$ cat src/rtl/core/ksdr_pkg.sv
// shared types and constants for the key scan debounce and auto-repeat block
package ksdr_pkg;

  // number of key lines used out of each 8-bit sample
  localparam int KEY_COUNT = 8;
  localparam int SAMPLE_W  = 8;
  localparam int DELAY_W   = 16;
  localparam int CFG_IDX_W = 3;

  // keys above KEY_COUNT are ignored
  localparam logic [SAMPLE_W-1:0] KEY_MASK = (KEY_COUNT >= SAMPLE_W) ?
    {SAMPLE_W{1'b1}} : SAMPLE_W'((1 << KEY_COUNT) - 1);

  // register reset values
  localparam logic [DELAY_W-1:0] FIRST_DELAY_RST = 16'd200;
  localparam logic [DELAY_W-1:0] NEXT_DELAY_RST  = 16'd20;
  localparam logic               CHORDS_RST      = 1'b0;
  localparam logic               REPEAT_RST      = 1'b1;
  localparam logic               ACCEL_RST       = 1'b1;

  // register indexes on the config port
  typedef enum logic [CFG_IDX_W-1:0] {
    CFG_FIRST_REPEAT_DELAY = 3'd0,
    CFG_NEXT_REPEAT_DELAY  = 3'd1,
    CFG_ALLOW_CHORDS       = 3'd2,
    CFG_REPEAT_ENABLE      = 3'd3,
    CFG_ACCELERATE_REPEAT  = 3'd4
  } cfg_idx_t;

  // current configuration as seen by the scan logic
  typedef struct packed {
    logic [DELAY_W-1:0] first_repeat_delay;
    logic [DELAY_W-1:0] next_repeat_delay;
    logic               allow_chords;
    logic               repeat_enable;
    logic               accelerate_repeat;
  } cfg_t;

endpackage

$ cat src/rtl/core/ksdr_if.sv
// valid/ready channel interfaces for scan items and key code results
interface ksdr_in_if;
  logic       valid;
  logic       ready;
  logic [7:0] first_sample;
  logic [7:0] second_sample;

  modport source (output valid, output first_sample, output second_sample, input ready);
  modport sink   (input valid, input first_sample, input second_sample, output ready);
endinterface

interface ksdr_out_if;
  logic       valid;
  logic       ready;
  logic [7:0] key_code;

  modport source (output valid, output key_code, input ready);
  modport sink   (input valid, input key_code, output ready);
endinterface

$ cat src/rtl/core/key_scan_debounce_repeat.sv
// top level of the key scan debounce and auto-repeat block
//
// Usage:
//   in_ch   carries one scan per item: two 8-bit key samples taken a short
//           time apart, a set bit meaning the key is pressed.
//   out_ch  carries exactly one key_code per scan; 0 means no key event.
//   cfg_*   writes a register at any edge with cfg_we high; write only when
//           no scan is in flight.
// Latency: the key code of a scan is valid on out_ch the cycle after the
//   scan is accepted.
// Throughput: one scan per cycle; the decision is a compare, a one-hot test
//   and a 16-bit increment and compare on the state registers.
// Stall: while out_ch is stalled the result register keeps its item and
//   in_ch.ready drops; a scan is still taken in the cycle the held item
//   leaves.
// Reset: rst_n is synchronous; the registers return to their defaults
//   (200, 20, chords off, repeat on, accelerate on), the stored pattern and
//   hold count clear and the hold limit loads 200.
module key_scan_debounce_repeat (
  input  logic                            clk,
  input  logic                            rst_n,
  ksdr_in_if.sink                         in_ch,
  ksdr_out_if.source                      out_ch,
  input  logic                            cfg_we,
  input  logic [ksdr_pkg::CFG_IDX_W-1:0]  cfg_index,
  input  logic [ksdr_pkg::DELAY_W-1:0]    cfg_wdata
);

  ksdr_pkg::cfg_t                cfg;
  logic                          can_load;
  logic                          accept;
  logic [ksdr_pkg::SAMPLE_W-1:0] code;

  assign in_ch.ready = can_load;
  assign accept      = in_ch.valid && can_load;

  ksdr_cfg_regs u_cfg (
    .clk       (clk),
    .rst_n     (rst_n),
    .cfg_we    (cfg_we),
    .cfg_index (cfg_index),
    .cfg_wdata (cfg_wdata),
    .cfg       (cfg)
  );

  ksdr_scan_core u_core (
    .clk           (clk),
    .rst_n         (rst_n),
    .cfg           (cfg),
    .step          (accept),
    .first_sample  (in_ch.first_sample),
    .second_sample (in_ch.second_sample),
    .key_code      (code)
  );

  ksdr_result_reg u_res (
    .clk       (clk),
    .rst_n     (rst_n),
    .load      (accept),
    .code_in   (code),
    .out_ready (out_ch.ready),
    .out_valid (out_ch.valid),
    .key_code  (out_ch.key_code),
    .can_load  (can_load)
  );

endmodule

$ cat src/rtl/core/ksdr_cfg_regs.sv
// configuration registers written through the plain write port
module ksdr_cfg_regs (
  input  logic                             clk,
  input  logic                             rst_n,
  input  logic                             cfg_we,
  input  logic [ksdr_pkg::CFG_IDX_W-1:0]   cfg_index,
  input  logic [ksdr_pkg::DELAY_W-1:0]     cfg_wdata,
  output ksdr_pkg::cfg_t                   cfg
);

  ksdr_pkg::cfg_t cfg_r;
  ksdr_pkg::cfg_t cfg_nxt;

  // decode the write, indexes past the list are dropped
  always_comb begin
    cfg_nxt = cfg_r;
    if (cfg_we) begin
      case (cfg_index)
        ksdr_pkg::CFG_FIRST_REPEAT_DELAY: cfg_nxt.first_repeat_delay = cfg_wdata;
        ksdr_pkg::CFG_NEXT_REPEAT_DELAY:  cfg_nxt.next_repeat_delay  = cfg_wdata;
        ksdr_pkg::CFG_ALLOW_CHORDS:       cfg_nxt.allow_chords       = cfg_wdata[0];
        ksdr_pkg::CFG_REPEAT_ENABLE:      cfg_nxt.repeat_enable      = cfg_wdata[0];
        ksdr_pkg::CFG_ACCELERATE_REPEAT:  cfg_nxt.accelerate_repeat  = cfg_wdata[0];
        default: cfg_nxt = cfg_r;
      endcase
    end
  end

  always_ff @(posedge clk) begin
    if (!rst_n) begin
      cfg_r.first_repeat_delay <= ksdr_pkg::FIRST_DELAY_RST;
      cfg_r.next_repeat_delay  <= ksdr_pkg::NEXT_DELAY_RST;
      cfg_r.allow_chords       <= ksdr_pkg::CHORDS_RST;
      cfg_r.repeat_enable      <= ksdr_pkg::REPEAT_RST;
      cfg_r.accelerate_repeat  <= ksdr_pkg::ACCEL_RST;
    end else begin
      cfg_r <= cfg_nxt;
    end
  end

  assign cfg = cfg_r;

endmodule

$ cat src/rtl/core/ksdr_scan_core.sv
// debounce and auto-repeat state with the per-scan decision logic
module ksdr_scan_core (
  input  logic                            clk,
  input  logic                            rst_n,
  input  ksdr_pkg::cfg_t                  cfg,
  input  logic                            step,
  input  logic [ksdr_pkg::SAMPLE_W-1:0]   first_sample,
  input  logic [ksdr_pkg::SAMPLE_W-1:0]   second_sample,
  output logic [ksdr_pkg::SAMPLE_W-1:0]   key_code
);

  logic [ksdr_pkg::SAMPLE_W-1:0] prev_keys_r, prev_keys_nxt;
  logic [ksdr_pkg::DELAY_W-1:0]  hold_count_r, hold_count_nxt;
  logic [ksdr_pkg::DELAY_W-1:0]  hold_limit_r, hold_limit_nxt;

  logic [ksdr_pkg::SAMPLE_W-1:0] samp_a;
  logic [ksdr_pkg::SAMPLE_W-1:0] samp_b;
  logic                          single_key;
  logic [ksdr_pkg::DELAY_W-1:0]  count_inc;

  assign samp_a     = first_sample & ksdr_pkg::KEY_MASK;
  assign samp_b     = second_sample & ksdr_pkg::KEY_MASK;
  // exactly one key down: nonzero and a power of two
  assign single_key = (samp_a != '0) &&
                      ((samp_a & (samp_a - ksdr_pkg::SAMPLE_W'(1))) == '0);
  assign count_inc  = hold_count_r + ksdr_pkg::DELAY_W'(1);

  // per-scan decision: bounce, release, new pattern, held pattern
  always_comb begin
    prev_keys_nxt  = prev_keys_r;
    hold_count_nxt = hold_count_r;
    hold_limit_nxt = hold_limit_r;
    key_code       = '0;
    if (samp_a != samp_b) begin
      hold_count_nxt = '0;
    end else if (samp_a == '0) begin
      prev_keys_nxt  = '0;
      hold_count_nxt = '0;
      hold_limit_nxt = cfg.first_repeat_delay;
    end else if (prev_keys_r != samp_a) begin
      hold_count_nxt = '0;
      prev_keys_nxt  = samp_a;
      if (cfg.allow_chords || single_key) begin
        key_code = samp_a;
      end
    end else if (!cfg.allow_chords && !single_key) begin
      hold_count_nxt = '0;
    end else if (!cfg.repeat_enable) begin
      hold_count_nxt = '0;
    end else begin
      hold_count_nxt = count_inc;
      if (count_inc > hold_limit_r) begin
        hold_count_nxt = '0;
        key_code       = samp_a;
        // with accelerate on, switch to the short delay after the first repeat
        if (cfg.accelerate_repeat && (hold_limit_r == cfg.first_repeat_delay)) begin
          hold_limit_nxt = cfg.next_repeat_delay;
        end
      end
    end
  end

  // state advances only on an accepted scan
  always_ff @(posedge clk) begin
    if (!rst_n) begin
      prev_keys_r  <= '0;
      hold_count_r <= '0;
      hold_limit_r <= ksdr_pkg::FIRST_DELAY_RST;
    end else if (step) begin
      prev_keys_r  <= prev_keys_nxt;
      hold_count_r <= hold_count_nxt;
      hold_limit_r <= hold_limit_nxt;
    end
  end

endmodule

$ cat src/rtl/core/ksdr_result_reg.sv
// result register holding one key code item until the receiver takes it
module ksdr_result_reg (
  input  logic                            clk,
  input  logic                            rst_n,
  input  logic                            load,
  input  logic [ksdr_pkg::SAMPLE_W-1:0]   code_in,
  input  logic                            out_ready,
  output logic                            out_valid,
  output logic [ksdr_pkg::SAMPLE_W-1:0]   key_code,
  output logic                            can_load
);

  logic                          valid_r, valid_nxt;
  logic [ksdr_pkg::SAMPLE_W-1:0] code_r;

  // free when empty or when the held item leaves this cycle
  assign can_load = !valid_r || out_ready;

  always_comb begin
    valid_nxt = valid_r;
    if (load) begin
      valid_nxt = 1'b1;
    end else if (out_ready) begin
      valid_nxt = 1'b0;
    end
  end

  always_ff @(posedge clk) begin
    if (!rst_n) begin
      valid_r <= 1'b0;
    end else begin
      valid_r <= valid_nxt;
    end
  end

  // payload needs no reset
  always_ff @(posedge clk) begin
    if (load) begin
      code_r <= code_in;
    end
  end

  assign out_valid = valid_r;
  assign key_code  = code_r;

endmodule
$ cat src/flat_wrapper.sv
// flat-port wrapper written by rule: the top's interface ports become plain ports
module key_scan_debounce_repeat_flat 
  (clk, rst_n, cfg_we, cfg_index, cfg_wdata, in_ch_valid, in_ch_first_sample, in_ch_second_sample, in_ch_ready, out_ch_valid, out_ch_key_code, out_ch_ready);
  ksdr_in_if in_ch_i ();
  ksdr_out_if out_ch_i ();
  input  logic clk;
  input  logic rst_n;
  input  logic cfg_we;
  input  logic [ksdr_pkg::CFG_IDX_W-1:0] cfg_index;
  input  logic [ksdr_pkg::DELAY_W-1:0] cfg_wdata;
  input wire logic [$bits(in_ch_i.valid)-1:0] in_ch_valid;
  input wire logic [$bits(in_ch_i.first_sample)-1:0] in_ch_first_sample;
  input wire logic [$bits(in_ch_i.second_sample)-1:0] in_ch_second_sample;
  output wire logic [$bits(in_ch_i.ready)-1:0] in_ch_ready;
  output wire logic [$bits(out_ch_i.valid)-1:0] out_ch_valid;
  output wire logic [$bits(out_ch_i.key_code)-1:0] out_ch_key_code;
  input wire logic [$bits(out_ch_i.ready)-1:0] out_ch_ready;
  assign in_ch_i.valid = in_ch_valid;
  assign in_ch_i.first_sample = in_ch_first_sample;
  assign in_ch_i.second_sample = in_ch_second_sample;
  assign in_ch_ready = in_ch_i.ready;
  assign out_ch_valid = out_ch_i.valid;
  assign out_ch_key_code = out_ch_i.key_code;
  assign out_ch_i.ready = out_ch_ready;
  key_scan_debounce_repeat u_core (.clk(clk), .rst_n(rst_n), .in_ch(in_ch_i), .out_ch(out_ch_i), .cfg_we(cfg_we), .cfg_index(cfg_index), .cfg_wdata(cfg_wdata));
endmodule
$ cat config.mk
export PLATFORM = sky130hd
export DESIGN_NAME = key_scan_debounce_repeat_flat
export DESIGN_NICKNAME = d
export VERILOG_FILES = /design/src/rtl/core/ksdr_pkg.sv /design/src/rtl/core/ksdr_if.sv /design/src/rtl/core/key_scan_debounce_repeat.sv /design/src/rtl/core/ksdr_cfg_regs.sv /design/src/rtl/core/ksdr_scan_core.sv /design/src/rtl/core/ksdr_result_reg.sv /design/src/flat_wrapper.sv
export SDC_FILE = /design/constraint.sdc
export NUM_CORES = 1
export LEC_CHECK = 0
export BUFFER_PORTS_ARGS = -buffer_cell sky130_fd_sc_hd__buf_2
export CAP_MARGIN = 0
export CELL_PAD_IN_SITES_DETAIL_PLACEMENT = 0
export CELL_PAD_IN_SITES_GLOBAL_PLACEMENT = 1
export CORE_MARGIN = 5
export CORE_UTILIZATION = 45
export DETAILED_ROUTE_END_ITERATION = 7
export PLACE_DENSITY = 0.9
export SYNTH_ARGS = -nofsm -noshare
export SYNTH_HDL_FRONTEND = slang
export SYNTH_SLANG_ARGS = --single-unit
$ cat constraint.sdc
create_clock -name clk -period 5.2 [get_ports clk]
set_input_delay 0 -clock clk [delete_from_list [all_inputs] [get_ports clk]]
set_output_delay 0 -clock clk [all_outputs]
set_load 0.02 [all_outputs]
; ---- Yosys cells after proc, flatten, opt, wreduce, memory -nomap -nowiden
; Cells that the tools add are included.
[op_classes]
n_mux = 21
shifts = 0
div_mod_pow = 0
eq_ne = 9
n_reduce_logical = 26
bitwise = 2
magnitude_cmp = 1
n_mul = 0
add_sub_neg = 2
[ops]
columns = operator, count
row1 = 2-to-1 mux 16 bit, 12
row2 = 2-to-1 mux 8 bit, 7
row3 = "adder 16 x 1 -> 16 bit, second input constant", 1
row4 = == test 16 bit, 1
row5 = greater-than comparator 16 bit, 1
row6 = zero test 8 bit, 2
row7 = != test 8 bit, 2
row8 = AND reduction 2 bit, 5
row9 = nonzero test 2 bit, 5
row10 = AND 8 bit, 1
row11 = nonzero test 8 bit, 1
row12 = "subtractor 8 x 1 -> 8 bit, second input constant", 1
row13 = AND reduction 7 bit, 1
row14 = "== test 3 x 2 -> 1 bit, second input constant", 2
row15 = logical AND 1 bit, 4
row16 = "!= test 2 bit, second input constant", 2
row17 = "== test 3 x 1 -> 1 bit, second input constant", 1
row18 = "== test 3 bit, second input constant", 1
row19 = zero test 1 bit, 3
row20 = zero test 3 bit, 1
row21 = AND reduction 3 bit, 1
row22 = logical OR 1 bit, 2
row23 = 2-to-1 mux 1 bit, 2
row24 = OR reduction 2 bit, 1
row25 = inverter 1 bit, 1
[totals]
memories = 0
romBits = 0
ff_bits = 84
latchBits = 0
output_inout_bits = 10
ram_bits = 0

; ---- Depth between registers and ports, before layout
[depth]
depth_word = 10
depth_mapped = 14

; ---- Modules after synthesis
; Synthesis repeated with hierarchy kept, for this count alone.
[unflattened]
cells_unflattened = 519
hier_area_um2 = 4732.0
[by_module_without_submodules]
columns = module, area_per_inst_um2, cells_per_inst, n_inst
row1 = ksdr_scan_core, 2992.9, 364, 1
row2 = ksdr_cfg_regs, 1443.9, 142, 1
row3 = ksdr_result_reg, 289.0, 12, 1
row4 = key_scan_debounce_repeat, 6.3, 1, 1

; ---- Least setup slack after synthesis
; OpenSTA, ideal clock, no wires.
[synth_timing]
path_type = register to register
startpoint = reg u_core.u_core.hold_count_r[2] (netlist name)
endpoint = reg u_core.u_core.hold_limit_r[10] (netlist name)
arrival_time_ps = 3244
path_buffers = 2
slack_ps = 1883
setup_time_ps = 73
period_less_slack_ps = 3317
path_stages_with_launch = 15
path_cell_list = dfxtp_1 -> and4_1 -> and4_1 -> nand3_1 -> and2_1 -> or2_2 -> ha_1 -> nand4_1 -> nor3_1 -> a21bo_1 -> a31o_2 -> or3_1 -> buf_6 -> buf_12 -> o211ai_2
[synth_via]
elab_chain_cells = 4
[synth_lines]
columns = element, line
row1 = "start, declared", ksdr_scan_core.sv:13  ; logic [ksdr_pkg::DELAY_W-1:0] hold_count_r, hold_count_nxt;
row2 = "start signal, assigned", ksdr_scan_core.sv:71  ; hold_count_r <= hold_count_nxt;
row3 = adder 16 x 1 -> 16 bit, ksdr_scan_core.sv:26  ; assign count_inc = hold_count_r + ksdr_pkg::DELAY_W'(1);
row4 = greater-than comparator 16 bit, ksdr_scan_core.sv:52  ; if (count_inc > hold_limit_r) begin
row5 = nonzero test 2 bit (no line), -
row6 = AND reduction 7 bit (no line), -
row7 = "end signal, assigned", ksdr_scan_core.sv:68  ; hold_limit_r <= ksdr_pkg::FIRST_DELAY_RST;
row8 = "end signal, assigned", ksdr_scan_core.sv:72  ; hold_limit_r <= hold_limit_nxt;
row9 = "end, declared", ksdr_scan_core.sv:14  ; logic [ksdr_pkg::DELAY_W-1:0] hold_limit_r, hold_limit_nxt;
; Every way passes these cells.
; A chain may end at the register's enable or synchronous reset.

; ---- Worst setup path in the final report
[layout_timing]
startpoint = reg u_core.u_core.hold_count_r[0] (netlist name)
endpoint = reg u_core.u_core.hold_limit_r[3] (netlist name)
; Same word-level chain as after synthesis.

==> flow_metrics.py <==
metrics = {
    "status": {
        "status": "finished clean",
    },
    "worst_setup_path": {
        "worst-r2r-setup-slack_ns": 1.04,
        "cp_slowest_cell": "or3_1",
        "crit_family": "simple AND/OR/NAND/NOR gates",
        "critPathMostFrequentCell": "ha_1",
        "rr_worst_depth": 12,
        "cp-start-kind": "flip-flop",
        "critical_path_class": "flip-flop to flip-flop",
        "slowest_delay_ns": 0.78,
        "regToRegStartpoint": "u_core.u_core.hold_count_r[0]",
        "cp_num_cells": 12,
        "required_ns": 5.45,
        "arrival_ns": 4.41,
        "startpoint": "u_core.u_core.hold_count_r[0]",
        "crit_chain": "ha_1, and3_1, nand2_1, and2_1, or2_2, ha_1, nand4_1, nor3_1, a21bo_1, a31o_2, or3_1, o211a_1",
        "critical_path_buf_inv_count": 0,
        "endpoint": "u_core.u_core.hold_limit_r[3]",
        "path_max_fanout": 33,
        "r2r_end": "u_core.u_core.hold_limit_r[3]",
        "cp-end-kind": "flip-flop",
    },
    "synth": {
        "syn_area_per_cell_um2": 8.63,
        "synth_seq_cells": 84,
        "synth_compound_area_share_pct": 16.3,
        "synthArstFlopShare_pct": 0,
        "syn-cell-area_mm2": 0.00471,
        "synthTopCellsByArea": "dfxtp_1, nand2_1, xor2_1",
        "synth_cell_types": 55,
        "synth-edff-count": 8,
        "syn_inst": 546,
        "yosys.area_share.simple_pct": 24.1,
        "syn-num-nets": 603,
        "synth_fa_ha_area_share_pct": 4.94,
        "synth_warnings": 0,
        "synth_xor_xnor_area_share_pct": 8.36,
        "synth_top_area_share_pct": 32.3,
        "muxShareOfSynthArea_pct": 2.12,
        "synth_top_family_by_area": "simple AND/OR/NAND/NOR gates",
        "ys_seq_area_share_pct": 37.4,
        "synth_top_area_cell": "dfxtp_1",
        "synth_ff_type": "dfxtp_1",
    },
    "finish": {
        "fin_util_pct": 52.5,
        "layout_common_cells": "nand2_1, dfxtp_1, buf_2",
        "num-fill-cells": 991,
        "n_antenna_cell": 0,
        "mostFrequentLayoutCell": "nand2_1",
        "fin_nets": 657,
        "drive_gt1_share_pct": 15.2,
        "area_growth_pct": 14.4,
        "instances_no_fill": 741,
    },
    "drt": {
        "route.detailed.drc": 0,
        "drt_iter0_drc": 187,
        "ant_nets": 0,
        "vias_per_cell": 5.49,
        "wl_mm": 11.0,
        "via_count": 4070,
        "wl_per_cell_um": 14.8,
        "firstDrtPassIters": 5,
    },
    "power_and_ir_drop": {
        "power_frac_clock_pct": 35.5,
        "p_int_mw": 0.889,
        "p_comb_share_pct": 9.7,
        "worst_ir_drop_vdd_mv": 0.118,
        "leakage_nw": 2.13,
        "switching_share_pct": 27.1,
        "seqPwrFrac_pct": 54.8,
        "power_density_mw_per_mm2": 226,
        "power_switching_mw": 0.330,
    },
    "clocking": {
        "ctsHoldBuffers": 28,
        "cts_buffers": 9,
        "post_cts_resized": 0,
        "root_buffer": "clkbuf_8",
        "htreeDepth": 3,
        "clk_latency_ns": 0.36,
        "clk_path_buf_depth": 2,
        "cts.sinks": 84,
        "path_clk_slew_ns": 0.09,
        "cts_tree": "yes",
        "cts_setup_buffers": 0,
    },
    "timing": {
        "finalCritPeriodShare_pct": 80.0,
        "finalClockSkew_ns": 0.0116,
        "fin_crit_ns": 4.16,
        "max_slew_margin_pct": 30.6,
        "fmax_ghz": 0.240,
        "hold_viol": 0,
        "drv_slew": 0,
        "setup_viol": 0,
        "fin_setup_tns_ns": 0,
        "rsz0062_at_grt": "false",
        "tightestPinTransition_ns": 1.04,
    },
    "floorplan": {
        "pin_count": 50,
        "core_mm2": 0.0103,
        "die_h_um": 112,
        "die_w_um": 112,
        "initial_core_util_pct": 45.9,
        "rows": 37,
        "die-area_mm2": 0.0126,
    },
    "worst_hold_path": {
        "hold_depth": 3,
        "hold_class": "primary input to flip-flop",
    },
    "grt": {
        "grt_max_degree": 35,
        "grt_usage_pct": 17.4,
        "grt_pass1_wl_mm": 18.4,
        "overflow": 0,
        "grt_antenna_before_repair": 0,
        "grt_pass1_vias": 3950,
    },
    "place": {
        "gp_congestion": 0.808,
        "dp_cells": 697,
        "hpwl_mm": 7.83,
        "io_buffers": 49,
    },
    "flow_run": {
        "cap_violations": 0,
    },
}
[routing by layer]
metal  vias to the layer above  global-route usage, %  part of all wire [%]
met1                      1922                   22.3                    47
met5                         -                      0                     0
met4                         0                   6.09                   1.9
met2                        98                   29.3                    47
li1                       2034                      -                     -
met3                        16                   3.23                   4.3
[per-stage QoR]
step / area, um^2 / total power [mW] / hold slack [ns] / setup slack [ns]
after global placement: 4940 / 0.784 / 0.227 / 1.20
after floorplan: 4710 / 0.754 / 0.124 / 1.88
after global routing: 5390 / 1.27 / 0.00963 / 0.782
after detailed placement: 4940 / 0.786 / 0.227 / 1.09
after CTS: 5390 / 1.23 / 0.00211 / 1.07
final: 5390 / 1.22 / 0.0156 / 1.04
[layout make-up]
| cell class | instances | area (um^2) | share of cell area [%] |
|---|---|---|---|
| well taps | 136 | 170 | 3.16 |
| clock buffers | 10 | 128 | 2.37 |
| multi-input cells | 398 | 2640 | 49.0 |
| flip-flops and latches | 84 | 1760 | 32.7 |
| inverters | 28 | 105 | 1.95 |
| clock inverters | 6 | 47.5 | 0.882 |
| repair buffers | 79 | 541 | 10.0 |
[Yosys cell counts (3+ instances only)]
cell type,number
o211ai_2,10
buf_2,7
dfxtp_1,76
nand3_1,17
o211a_1,3
nand2b_1,7
inv_1,28
a32oi_1,13
xor2_1,32
o211ai_1,5
and3_1,4
o21ai_0,3
buf_6,7
edfxtp_1,8
nor2_1,36
o311ai_0,16
clkbuf_1,21
nor4_4,4
nand2_1,104
nand4_1,10
nor3_1,5
nor4_1,5
and2_1,4
mux2i_1,10
xnor2_1,13
a21oi_1,38
ha_1,17
and4_1,3
or3_1,5
[flip-flops by register name, summed over array words and instances, names as in the netlist]
signal / flops
u_core.u_core.prev_keys_r: 8
u_core.u_res.out_valid: 1
u_core.u_core.hold_count_r: 16
u_core.u_core.hold_limit_r: 16
u_core.u_cfg.cfg: 35
u_core.u_res.key_code: 8
[worst min-delay path by stage]
stage / startpoint / to
after floorplan: cfg_wdata[3] / u_core.u_cfg.cfg[22]
final: in_ch_first_sample[6] / u_core.u_core.prev_keys_r[6]
after CTS: in_ch_first_sample[6] / u_core.u_core.prev_keys_r[6]
after detailed placement: cfg_wdata[3] / u_core.u_cfg.cfg[22]
after global placement: cfg_wdata[2] / u_core.u_cfg.cfg[5]
after global routing: in_ch_first_sample[6] / u_core.u_core.prev_keys_r[6]
[worst reg2reg max path: stages (launching register included)]
cell and delay [ns]:
dfxtp_1 0.49, ha_1 0.28, and3_1 0.27, nand2_1 0.09, and2_1 0.17, or2_2 0.30
ha_1 0.28, nand4_1 0.12, nor3_1 0.25, a21bo_1 0.24, a31o_2 0.44, or3_1 0.78
o211a_1 0.35
[power by group through the flow]
stage / sequential, mW / combinational, mW / clock [mW]
after floorplan: 0.686 / 0.0689 / 0
after global routing: 0.669 / 0.131 / 0.469
after CTS: 0.668 / 0.118 / 0.441
final: 0.668 / 0.119 / 0.432
after global placement: 0.683 / 0.101 / 0
after detailed placement: 0.683 / 0.103 / 0
[cells by family (layout without fill, tap and decap cells)]
| family | count (synthesis) | count (layout) |
|---|---|---|
| xor+xnor | 45 | 45 |
| buf+inv | 64 | 123 |
| simple gates | 223 | 223 |
| compound gates | 101 | 101 |
| fa+ha+maj | 19 | 19 |
| flops | 84 | 84 |
| mux | 10 | 10 |
Power figures use the tool's default switching activity.
